$ cat src/rtl/interval_set_tracker_top_assert.svh
// Assertion macros shared by the interval set tracker RTL.
`ifndef INTERVAL_SET_TRACKER_TOP_ASSERT_SVH
`define INTERVAL_SET_TRACKER_TOP_ASSERT_SVH

// Implication checked on every clock edge outside reset.
`define IST_ASSERT_IMP(label, clk, rstn, ante, cons, msg) \
    label: assert property (@(posedge clk) disable iff (!rstn) (ante) |-> (cons)) \
        else $error(msg);

// Implication checked in the cycle after the antecedent.
`define IST_ASSERT_NEXT(label, clk, rstn, ante, cons, msg) \
    label: assert property (@(posedge clk) disable iff (!rstn) (ante) |=> (cons)) \
        else $error(msg);

`endif

$ cat src/rtl/ist_pkg.sv
// ----------------------------------------------------------------------------
// ist_pkg
// Types and codes shared by the interval set tracker modules.
// ----------------------------------------------------------------------------
package ist_pkg;

    localparam int unsigned OFS_W = 64;
    localparam int unsigned CFG_W = 6;

    typedef enum logic [2:0] {
        MODE_ADD      = 3'd0,
        MODE_REMOVE   = 3'd1,
        MODE_TRIM     = 3'd2,
        MODE_CONTAINS = 3'd3,
        MODE_COVERS   = 3'd4,
        MODE_POP      = 3'd5,
        MODE_CLEAR    = 3'd6,
        MODE_NONE     = 3'd7
    } mode_t;

    typedef struct packed {
        logic [2:0]       mode;
        logic [OFS_W-1:0] start_offset;
        logic [OFS_W-1:0] end_offset;
        logic             evict_lowest;
        logic [OFS_W-1:0] length_limit;
    } in_word_t;

    typedef struct packed {
        logic             status;
        logic             answer;
        logic [OFS_W-1:0] out_start;
        logic [OFS_W-1:0] out_end;
    } out_word_t;

    // Sequencer states.
    typedef enum logic [3:0] {
        ST_IDLE,
        ST_SCAN_RD,   // read entry at scan index
        ST_SCAN,      // evaluate entry during a scan
        ST_MERGE_RD,
        ST_MERGE,
        ST_SHIFT_RD,  // read entry that moves
        ST_SHIFT,     // write the moved entry
        ST_WRITE,     // write the final entry
        ST_DONE
    } state_t;

    // Memory request from the sequencer to the table.
    typedef struct packed {
        logic             we;
        logic [7:0]       waddr;
        logic [OFS_W-1:0] wstart;
        logic [OFS_W-1:0] wend;
        logic [7:0]       raddr;
    } mem_req_t;

endpackage

$ cat src/rtl/ist_seq.sv
// ----------------------------------------------------------------------------
// ist_seq
// Operation sequencer: scans the sorted table one entry at a time, decides
// the edit, and moves entries up or down through the memory to compact the
// table or open a gap.
// ----------------------------------------------------------------------------
`include "interval_set_tracker_top_assert.svh"

module ist_seq #(
    parameter int unsigned DEPTH = 32
) (
    input  logic                      aclk,
    input  logic                      aresetn,
    input  logic [ist_pkg::CFG_W-1:0] max_ranges,
    input  logic                      start,
    input  ist_pkg::in_word_t         cmd,
    output logic                      busy,
    output logic                      done,
    output ist_pkg::out_word_t        result,
    output ist_pkg::mem_req_t         req,
    input  logic [ist_pkg::OFS_W-1:0] rd_start,
    input  logic [ist_pkg::OFS_W-1:0] rd_end
);

    localparam int unsigned CW = $clog2(DEPTH + 1);

    // Shift plans used by the final phase.
    typedef enum logic [1:0] {
        SH_NONE,
        SH_DOWN,   // drop entries [dst,src) by moving later ones down
        SH_UP      // open a gap at ins_pos by moving entries up
    } shift_t;

    ist_pkg::state_t state_reg, state_next;
    ist_pkg::in_word_t cmd_reg, cmd_next;
    logic [CW-1:0] count_reg, count_next;
    logic [CW-1:0] idx_reg, idx_next;       // scan index
    logic [CW-1:0] mrg_reg, mrg_next;       // merge index j
    logic [CW-1:0] src_reg, src_next;       // shift source
    logic [CW-1:0] dst_reg, dst_next;       // shift destination
    logic [CW-1:0] pos_reg, pos_next;       // position of final write
    shift_t        sh_reg, sh_next;
    logic [ist_pkg::OFS_W-1:0] lo_reg, lo_next, hi_reg, hi_next;
    logic [ist_pkg::OFS_W-1:0] ws_reg, ws_next, we_reg, we_next;
    logic          wfin_reg, wfin_next;     // final write pending
    logic          after_reg, after_next;   // write before (0) or after (1) shift
    ist_pkg::out_word_t res_reg, res_next;

    logic [CW-1:0] limit;
    logic          at_end;

    always_comb begin
        if (32'(max_ranges) > DEPTH)
            limit = CW'(DEPTH);
        else
            limit = CW'(max_ranges);
    end

    assign busy   = (state_reg != ist_pkg::ST_IDLE);
    assign done   = (state_reg == ist_pkg::ST_DONE);
    assign result = res_reg;
    assign at_end = (idx_reg >= count_reg);

    always_ff @(posedge aclk) begin
        if (!aresetn) begin
            state_reg <= ist_pkg::ST_IDLE;
            count_reg <= '0;
        end else begin
            state_reg <= state_next;
            count_reg <= count_next;
        end
        cmd_reg   <= cmd_next;
        idx_reg   <= idx_next;
        mrg_reg   <= mrg_next;
        src_reg   <= src_next;
        dst_reg   <= dst_next;
        pos_reg   <= pos_next;
        sh_reg    <= sh_next;
        lo_reg    <= lo_next;
        hi_reg    <= hi_next;
        ws_reg    <= ws_next;
        we_reg    <= we_next;
        wfin_reg  <= wfin_next;
        after_reg <= after_next;
        res_reg   <= res_next;
    end

    // Next state, datapath and memory requests.
    always_comb begin
        state_next = state_reg;
        cmd_next   = cmd_reg;
        count_next = count_reg;
        idx_next   = idx_reg;
        mrg_next   = mrg_reg;
        src_next   = src_reg;
        dst_next   = dst_reg;
        pos_next   = pos_reg;
        sh_next    = sh_reg;
        lo_next    = lo_reg;
        hi_next    = hi_reg;
        ws_next    = ws_reg;
        we_next    = we_reg;
        wfin_next  = wfin_reg;
        after_next = after_reg;
        res_next   = res_reg;
        req        = '0;
        case (state_reg)
            ist_pkg::ST_IDLE: begin
                if (start) begin
                    cmd_next   = cmd;
                    res_next   = '0;
                    idx_next   = '0;
                    sh_next    = SH_NONE;
                    wfin_next  = 1'b0;
                    after_next = 1'b0;
                    lo_next    = cmd.start_offset;
                    hi_next    = cmd.end_offset;
                    state_next = ist_pkg::ST_SCAN_RD;
                    case (cmd.mode)
                        ist_pkg::MODE_ADD, ist_pkg::MODE_REMOVE: begin
                            if (cmd.start_offset >= cmd.end_offset)
                                state_next = ist_pkg::ST_DONE;
                        end
                        ist_pkg::MODE_COVERS: begin
                            if (cmd.start_offset >= cmd.end_offset) begin
                                res_next.answer = 1'b1;
                                state_next = ist_pkg::ST_DONE;
                            end
                        end
                        ist_pkg::MODE_POP: begin
                            if (count_reg == '0 || cmd.length_limit == '0)
                                state_next = ist_pkg::ST_DONE;
                        end
                        ist_pkg::MODE_CLEAR: begin
                            count_next = '0;
                            state_next = ist_pkg::ST_DONE;
                        end
                        ist_pkg::MODE_NONE: begin
                            state_next = ist_pkg::ST_DONE;
                        end
                        default: ;
                    endcase
                end
            end
            ist_pkg::ST_SCAN_RD: begin
                req.raddr = 8'(idx_reg);
                state_next = ist_pkg::ST_SCAN;
            end
            ist_pkg::ST_SCAN: begin
                req.raddr = 8'(idx_reg);
                state_next = ist_pkg::ST_DONE;
                case (cmd_reg.mode)
                    ist_pkg::MODE_CONTAINS: begin
                        if (!at_end && rd_end < cmd_reg.start_offset) begin
                            idx_next = idx_reg + 1'b1;
                            state_next = ist_pkg::ST_SCAN_RD;
                        end else if (!at_end) begin
                            res_next.answer = (rd_start <= cmd_reg.start_offset) &&
                                              (cmd_reg.start_offset < rd_end);
                        end
                    end
                    ist_pkg::MODE_COVERS: begin
                        if (!at_end && rd_end < cmd_reg.start_offset) begin
                            idx_next = idx_reg + 1'b1;
                            state_next = ist_pkg::ST_SCAN_RD;
                        end else if (!at_end) begin
                            res_next.answer = (rd_start <= cmd_reg.start_offset) &&
                                              (cmd_reg.end_offset <= rd_end);
                        end
                    end
                    ist_pkg::MODE_POP: begin
                        res_next.answer    = 1'b1;
                        res_next.out_start = rd_start;
                        if (rd_end - rd_start <= cmd_reg.length_limit) begin
                            res_next.out_end = rd_end;
                            dst_next   = '0;
                            src_next   = CW'(1);
                            sh_next    = SH_DOWN;
                            state_next = ist_pkg::ST_SHIFT_RD;
                        end else begin
                            res_next.out_end = rd_start + cmd_reg.length_limit;
                            ws_next    = rd_start + cmd_reg.length_limit;
                            we_next    = rd_end;
                            pos_next   = '0;
                            wfin_next  = 1'b1;
                            state_next = ist_pkg::ST_WRITE;
                        end
                    end
                    ist_pkg::MODE_TRIM: begin
                        if (!at_end && rd_end <= cmd_reg.start_offset) begin
                            idx_next = idx_reg + 1'b1;
                            state_next = ist_pkg::ST_SCAN_RD;
                        end else begin
                            // drop [0,idx) then clip the new first entry
                            dst_next  = '0;
                            src_next  = idx_reg;
                            sh_next   = SH_DOWN;
                            if (!at_end && rd_start < cmd_reg.start_offset) begin
                                ws_next   = cmd_reg.start_offset;
                                we_next   = rd_end;
                                pos_next  = idx_reg;
                                wfin_next = 1'b1;
                            end
                            state_next = ist_pkg::ST_WRITE;
                        end
                    end
                    ist_pkg::MODE_ADD: begin
                        if (!at_end && rd_end < cmd_reg.start_offset) begin
                            idx_next = idx_reg + 1'b1;
                            state_next = ist_pkg::ST_SCAN_RD;
                        end else if (!at_end && rd_start <= cmd_reg.end_offset) begin
                            // merge run begins at idx
                            if (rd_start < lo_reg) lo_next = rd_start;
                            if (rd_end > hi_reg)   hi_next = rd_end;
                            mrg_next   = idx_reg + 1'b1;
                            state_next = ist_pkg::ST_MERGE_RD;
                        end else if (count_reg >= limit &&
                                     (!cmd_reg.evict_lowest || count_reg == '0 ||
                                      idx_reg == '0)) begin
                            res_next.status = 1'b1;
                        end else if (count_reg >= limit) begin
                            // evict entry 0, insert at idx-1
                            dst_next   = '0;
                            src_next   = CW'(1);
                            sh_next    = SH_DOWN;
                            ws_next    = cmd_reg.start_offset;
                            we_next    = cmd_reg.end_offset;
                            pos_next   = idx_reg - 1'b1;
                            wfin_next  = 1'b1;
                            after_next = 1'b1;
                            idx_next   = idx_reg - 1'b1;
                            state_next = ist_pkg::ST_SHIFT_RD;
                        end else if (count_reg >= CW'(DEPTH)) begin
                            res_next.status = 1'b1;
                        end else begin
                            sh_next    = SH_UP;
                            src_next   = count_reg;
                            ws_next    = cmd_reg.start_offset;
                            we_next    = cmd_reg.end_offset;
                            pos_next   = idx_reg;
                            wfin_next  = 1'b1;
                            after_next = 1'b1;
                            state_next = ist_pkg::ST_SHIFT_RD;
                        end
                    end
                    ist_pkg::MODE_REMOVE: begin
                        if (!at_end && rd_end < cmd_reg.start_offset) begin
                            idx_next = idx_reg + 1'b1;
                            state_next = ist_pkg::ST_SCAN_RD;
                        end else if (!at_end && rd_start < cmd_reg.end_offset) begin
                            if (rd_start < cmd_reg.start_offset &&
                                rd_end > cmd_reg.end_offset) begin
                                // split: write lower part now
                                req.we     = 1'b1;
                                req.waddr  = 8'(idx_reg);
                                req.wstart = rd_start;
                                req.wend   = cmd_reg.start_offset;
                                if (count_reg >= limit || count_reg >= CW'(DEPTH)) begin
                                    res_next.status = 1'b1;
                                end else begin
                                    sh_next    = SH_UP;
                                    src_next   = count_reg;
                                    ws_next    = cmd_reg.end_offset;
                                    we_next    = rd_end;
                                    pos_next   = idx_reg + 1'b1;
                                    wfin_next  = 1'b1;
                                    after_next = 1'b1;
                                    state_next = ist_pkg::ST_SHIFT_RD;
                                end
                            end else if (rd_start < cmd_reg.start_offset) begin
                                req.we     = 1'b1;
                                req.waddr  = 8'(idx_reg);
                                req.wstart = rd_start;
                                req.wend   = cmd_reg.start_offset;
                                idx_next   = idx_reg + 1'b1;
                                state_next = ist_pkg::ST_SCAN_RD;
                            end else if (rd_end > cmd_reg.end_offset) begin
                                // clipped from below; later entries start past end
                                req.we     = 1'b1;
                                req.waddr  = 8'(idx_reg);
                                req.wstart = cmd_reg.end_offset;
                                req.wend   = rd_end;
                            end else begin
                                // fully covered: find end of covered run
                                mrg_next   = idx_reg + 1'b1;
                                state_next = ist_pkg::ST_MERGE_RD;
                            end
                        end
                    end
                    default: ;
                endcase
            end
            ist_pkg::ST_MERGE_RD: begin
                req.raddr = 8'(mrg_reg);
                state_next = ist_pkg::ST_MERGE;
            end
            ist_pkg::ST_MERGE: begin
                if (cmd_reg.mode == ist_pkg::MODE_ADD) begin
                    if (mrg_reg < count_reg && rd_start <= cmd_reg.end_offset) begin
                        if (rd_start < lo_reg) lo_next = rd_start;
                        if (rd_end > hi_reg)   hi_next = rd_end;
                        mrg_next   = mrg_reg + 1'b1;
                        state_next = ist_pkg::ST_MERGE_RD;
                    end else begin
                        ws_next    = lo_reg;
                        we_next    = hi_reg;
                        pos_next   = idx_reg;
                        wfin_next  = 1'b1;
                        dst_next   = idx_reg + 1'b1;
                        src_next   = mrg_reg;
                        sh_next    = SH_DOWN;
                        state_next = ist_pkg::ST_WRITE;
                    end
                end else begin
                    // remove: entries fully inside are dropped; a last
                    // partly covered one is clipped at its start
                    if (mrg_reg < count_reg && rd_start < cmd_reg.end_offset &&
                        rd_end <= cmd_reg.end_offset) begin
                        mrg_next   = mrg_reg + 1'b1;
                        state_next = ist_pkg::ST_MERGE_RD;
                    end else begin
                        if (mrg_reg < count_reg && rd_start < cmd_reg.end_offset) begin
                            ws_next   = cmd_reg.end_offset;
                            we_next   = rd_end;
                            pos_next  = mrg_reg;
                            wfin_next = 1'b1;
                        end
                        dst_next   = idx_reg;
                        src_next   = mrg_reg;
                        sh_next    = SH_DOWN;
                        state_next = ist_pkg::ST_WRITE;
                    end
                end
            end
            ist_pkg::ST_WRITE: begin
                // final write before a downward shift: its address is the
                // source or merge entry, which the shift then moves
                if (wfin_reg && !after_reg) begin
                    req.we     = 1'b1;
                    req.waddr  = 8'(pos_reg);
                    req.wstart = ws_reg;
                    req.wend   = we_reg;
                    wfin_next  = 1'b0;
                end
                if (sh_reg == SH_DOWN && src_reg != dst_reg)
                    state_next = ist_pkg::ST_SHIFT_RD;
                else if (wfin_reg && after_reg)
                    state_next = ist_pkg::ST_WRITE;
                else
                    state_next = ist_pkg::ST_DONE;
                if (after_reg && wfin_reg && sh_reg == SH_NONE) begin
                    req.we     = 1'b1;
                    req.waddr  = 8'(pos_reg);
                    req.wstart = ws_reg;
                    req.wend   = we_reg;
                    wfin_next  = 1'b0;
                    state_next = ist_pkg::ST_DONE;
                end
            end
            ist_pkg::ST_SHIFT_RD: begin
                if (sh_reg == SH_DOWN) begin
                    // An evicting add stops below its insert slot and keeps
                    // the count, since one entry leaves and one arrives.
                    if (src_reg >= count_reg || (after_reg && src_reg > pos_reg)) begin
                        if (!after_reg) count_next = dst_reg;
                        sh_next    = SH_NONE;
                        state_next = ist_pkg::ST_WRITE;
                    end else begin
                        req.raddr  = 8'(src_reg);
                        state_next = ist_pkg::ST_SHIFT;
                    end
                end else if (sh_reg == SH_UP) begin
                    if (src_reg <= pos_reg) begin
                        count_next = count_reg + 1'b1;
                        sh_next    = SH_NONE;
                        state_next = ist_pkg::ST_WRITE;
                    end else begin
                        req.raddr  = 8'(src_reg - 1'b1);
                        state_next = ist_pkg::ST_SHIFT;
                    end
                end else begin
                    state_next = ist_pkg::ST_WRITE;
                end
            end
            ist_pkg::ST_SHIFT: begin
                req.we     = 1'b1;
                req.wstart = rd_start;
                req.wend   = rd_end;
                if (sh_reg == SH_DOWN) begin
                    // downward shift writes at a destination that moves with the source
                    req.waddr = 8'(dst_reg);
                    src_next  = src_reg + 1'b1;
                    dst_next  = dst_reg + 1'b1;
                end else begin
                    req.waddr = 8'(src_reg);
                    src_next  = src_reg - 1'b1;
                end
                state_next = ist_pkg::ST_SHIFT_RD;
            end
            ist_pkg::ST_DONE: begin
                state_next = ist_pkg::ST_IDLE;
            end
            default: state_next = ist_pkg::ST_IDLE;
        endcase
    end

    `IST_ASSERT_IMP(a_count_max, aclk, aresetn, 1'b1, count_reg <= CW'(DEPTH),
        "interval count above table depth")
    `IST_ASSERT_NEXT(a_done_idle, aclk, aresetn, state_reg == ist_pkg::ST_DONE,
        state_reg == ist_pkg::ST_IDLE, "done not followed by idle")
    `IST_ASSERT_NEXT(a_clear, aclk, aresetn,
        start && !busy && cmd.mode == ist_pkg::MODE_CLEAR, count_reg == '0,
        "clear left entries")
    `IST_ASSERT_IMP(a_no_write_idle, aclk, aresetn, state_reg == ist_pkg::ST_IDLE,
        !req.we, "table written while idle")

endmodule

$ cat config.mk
export PLATFORM = sky130hd
export DESIGN_NAME = ist_seq
export DESIGN_NICKNAME = d
export VERILOG_FILES = /design/src/rtl/ist_pkg.sv /design/src/rtl/ist_seq.sv
export VERILOG_INCLUDE_DIRS = /design/src /design/src/rtl
export SDC_FILE = /design/constraint.sdc
export NUM_CORES = 2
export LEC_CHECK = 0
export BUFFER_PORTS_ARGS = -buffer_cell sky130_fd_sc_hd__buf_2
export CAP_MARGIN = 40
export CORE_MARGIN = 2
export CORE_UTILIZATION = 42
export DETAILED_ROUTE_END_ITERATION = 8
export PLACE_DENSITY = 0.65
export SETUP_SLACK_MARGIN = 0.15
export SYNTH_ARGS = -nofsm -noshare
export SYNTH_HDL_FRONTEND = slang
export SYNTH_SLANG_ARGS = --single-unit
$ cat constraint.sdc
create_clock -name aclk -period 22.7 [get_ports aclk]
set_input_delay 4.54 -clock aclk [delete_from_list [all_inputs] [get_ports aclk]]
set_output_delay 4.54 -clock aclk [all_outputs]
set_load 0.05 [all_outputs]
==> results.sh <==
export IMPL_grt_pass1_vias=46110
export IMPL_cts_hold_buffers_added=0
export IMPL_wl_mm=224.1
export IMPL_coreArea_um2=118400
export IMPL_relSlewSlack=0.3614
export IMPL_synth_cells=5542
export IMPL_cp_slowest_cell="nor2_4"
export IMPL_vias=48987
export IMPL_drive_above_1_share=0.1404
export IMPL_grt_pass1_wl_mm=319.0
export IMPL_dpl_cell_area_um2=55370
export IMPL_yosysSeqAreaShare=0.3716
export IMPL_yosys_most_used_dff="edfxtp_1"
export IMPL_hold_violations=0
export IMPL_grt_max_degree=136
export IMPL_post_cts_buffers=0
export IMPL_gp_congestion=1.023
export IMPL_final_max_slew_viol_count=0
export IMPL_clock_sinks=626
export IMPL_powerDensity_nw_per_um2=76.90
export IMPL_insertion_delay_ns=0.69
export IMPL_fin_skew_ns=0.03115
export IMPL_root_buffer="clkbuf_16"
export IMPL_rsz0062_at_grt="false"
export IMPL_clk_pin_slew_worst_paths_ns=0.06
export IMPL_finalCriticalPeriod_ns=14.47
export IMPL_largest_reg_flops=196
export IMPL_synth_edf_count=616
export IMPL_ir_worst_vdd_v=0.00005425
export IMPL_die_w_um=350.1
export IMPL_portBuffers=607
export IMPL_final_nets=7061
export IMPL_synth_area_um2=50310
export IMPL_cts_made_buffers=76
export IMPL_fin_crit_sh=0.6376
export IMPL_synthDistinctLibCells=92
export IMPL_syn_to_final_growth_pct=14.83
export IMPL_end_kind="primary output"
export IMPL_hpwl_mm=172.9
export IMPL_setup_viol=0
export IMPL_fp_dieH_um=350.1
export IMPL_ioPinCount=610
export IMPL_arrival_ns=9.93
export IMPL_antenna_found_initial=16
export IMPL_postRouteAntennaNets=0
export IMPL_cts_resized=0
export IMPL_synth_top_cells_by_area="edfxtp_1, ha_1, o21ai_0"
export IMPL_die_area_um2=122600
export IMPL_yosysWarnings=0
export IMPL_ys_ff_latch=626
export IMPL_grtUsageTotal=0.3543
export IMPL_cp_required_ns=18.16
export IMPL_tns_ns=0
export IMPL_max_clock_path_buffers=3
export IMPL_initial_core_util=0.4250
export IMPL_final_cells=7712
export IMPL_first_iter_violations=6833
export IMPL_worstMarginPinSlew_ns=0.9479
export IMPL_async_flop_share=0
export IMPL_path_cells="buf_2 -> ha_1 -> nand4_1 -> nor2_1 -> o2111ai_1 -> a31oi_1 -> o31ai_1 -> a22oi_1 -> a31oi_1 -> nor2_4 -> buf_4 -> buf_4 -> a22oi_1 -> o21ai_0 -> buf_2"
export IMPL_place_inst=7564
export IMPL_critPathMaxFanout=56
export IMPL_timing_fmax_ghz=0.06910
export IMPL_synth_top_area_frac=0.3677
export IMPL_dr_pass1_iters=9
export IMPL_finalInstanceArea_um2=57780
export IMPL_crit_type="input port to primary output"
export IMPL_htreeDepth=3
export IMPL_leakage_nw=26.08
export IMPL_critical_path_max_stage_delay_ns=0.69
export IMPL_viasPerCell=6.352
export IMPL_cap_violations=0
export IMPL_avgSynthCellArea_um2=9.079
export IMPL_drc=0
export IMPL_yosys_area_top_type="edfxtp_1"
export IMPL_status="complete, no violations"
export IMPL_crit_path_start_kind="input port"
export IMPL_rows=126
export IMPL_grt_overflow=0
export IMPL_cts_tree="yes"
export IMPL_wl_per_cell_um=29.06
export IMPL_worstHoldPathType="flip-flop to flip-flop"
[path summary, 6_finish.rpt]
kind                                   start         end  slack (ns)  depth (start not counted)
worst max register to register  cmd_reg[122]  we_reg[23]       15.62                         16
worst min register to register     lo_reg[5]   ws_reg[5]        0.57                          2
worst min-delay path               lo_reg[5]   ws_reg[5]        0.57                          2
worst max-delay path              rd_end[47]    req[115]        8.23                         15
[layer usage]
metal  global-route usage  part of all wire
met5                    0           0.00050
met3              0.07523              0.11
met1               0.4863              0.41
met2               0.5428              0.43
met4               0.1422             0.044
[area by class of cell]
type / count / area [um^2]
tap: 1600 / 2002
multi-input combinational: 4128 / 28780
fill: 11328 / 60620
clock buffer: 96 / 2039
clock inverter: 42 / 330.3
sequential: 626 / 18700
timing repair buffer: 690 / 3941
inverter: 522 / 1968
antenna: 8 / 20.02
[placed cells by master, fill, tap and decap left out, drive strengths merged, types with 94 or more instances in the layout]
cell / Yosys / layout
a21o: 249 / 249
a21oi: 358 / 358
a22oi: 280 / 280
a31oi: 94 / 94
buf: 29 / 685
clkbuf: 238 / 98
edfxtp: 616 / 616
ha: 681 / 681
inv: 520 / 526
nand2: 608 / 608
nand4: 148 / 148
nor2: 327 / 327
o21ai: 468 / 468
xnor2: 97 / 97
[synth_stat cells, types with 71 or more instances]
cell type and instances:
nor2_1 327, a21o_1 249, xnor2_1 97, a21oi_1 358, edfxtp_1 616, nand2_1 608, clkbuf_1 237, ha_1 681
inv_1 520, nand3_1 71, o21ai_0 461, nand4_1 148, a22oi_1 280, a31oi_1 93
[stage by stage]
stage	power [mW]	worst slack, ns	hold WS, ns	utilization
2_1_floorplan	2.595	3.815	0.4953	-
3_3_place_gp	3.150	7.755	0.5459	0.4633
3_5_place_dp	3.189	8.480	0.5511	0.4677
4_1_cts	4.409	8.464	0.5676	0.4877
5_1_grt	4.618	8.102	0.6005	0.4879
6_report	4.443	8.227	0.5716	0.4880
[critical path, delay by kind of cell]
kind / cells / cell delay (ns)
buffers and inverters: 4 / 1.67
AND/OR/NAND/NOR: 3 / 1.44
adder cells (fa/ha/maj): 1 / 0.34
AO/OA/AOI/OAI: 7 / 1.77
[power by group]
part	internal (mW)	switching [mW]
registers	1.47	0.129
clock network	0.682	0.540
logic	0.515	1.10
total	2.67	1.77
[cell families after synthesis]
logic type,synth area share
AO/OA/AOI/OAI,0.2319
AND/OR/NAND/NOR,0.1337
buffers and inverters,0.05929
adder cells (fa/ha/maj),0.1705
flip-flops,0.3716
XOR/XNOR,0.02698
multiplexers,0.005894
other,0.00007453
(Power assumes the default switching activity.)
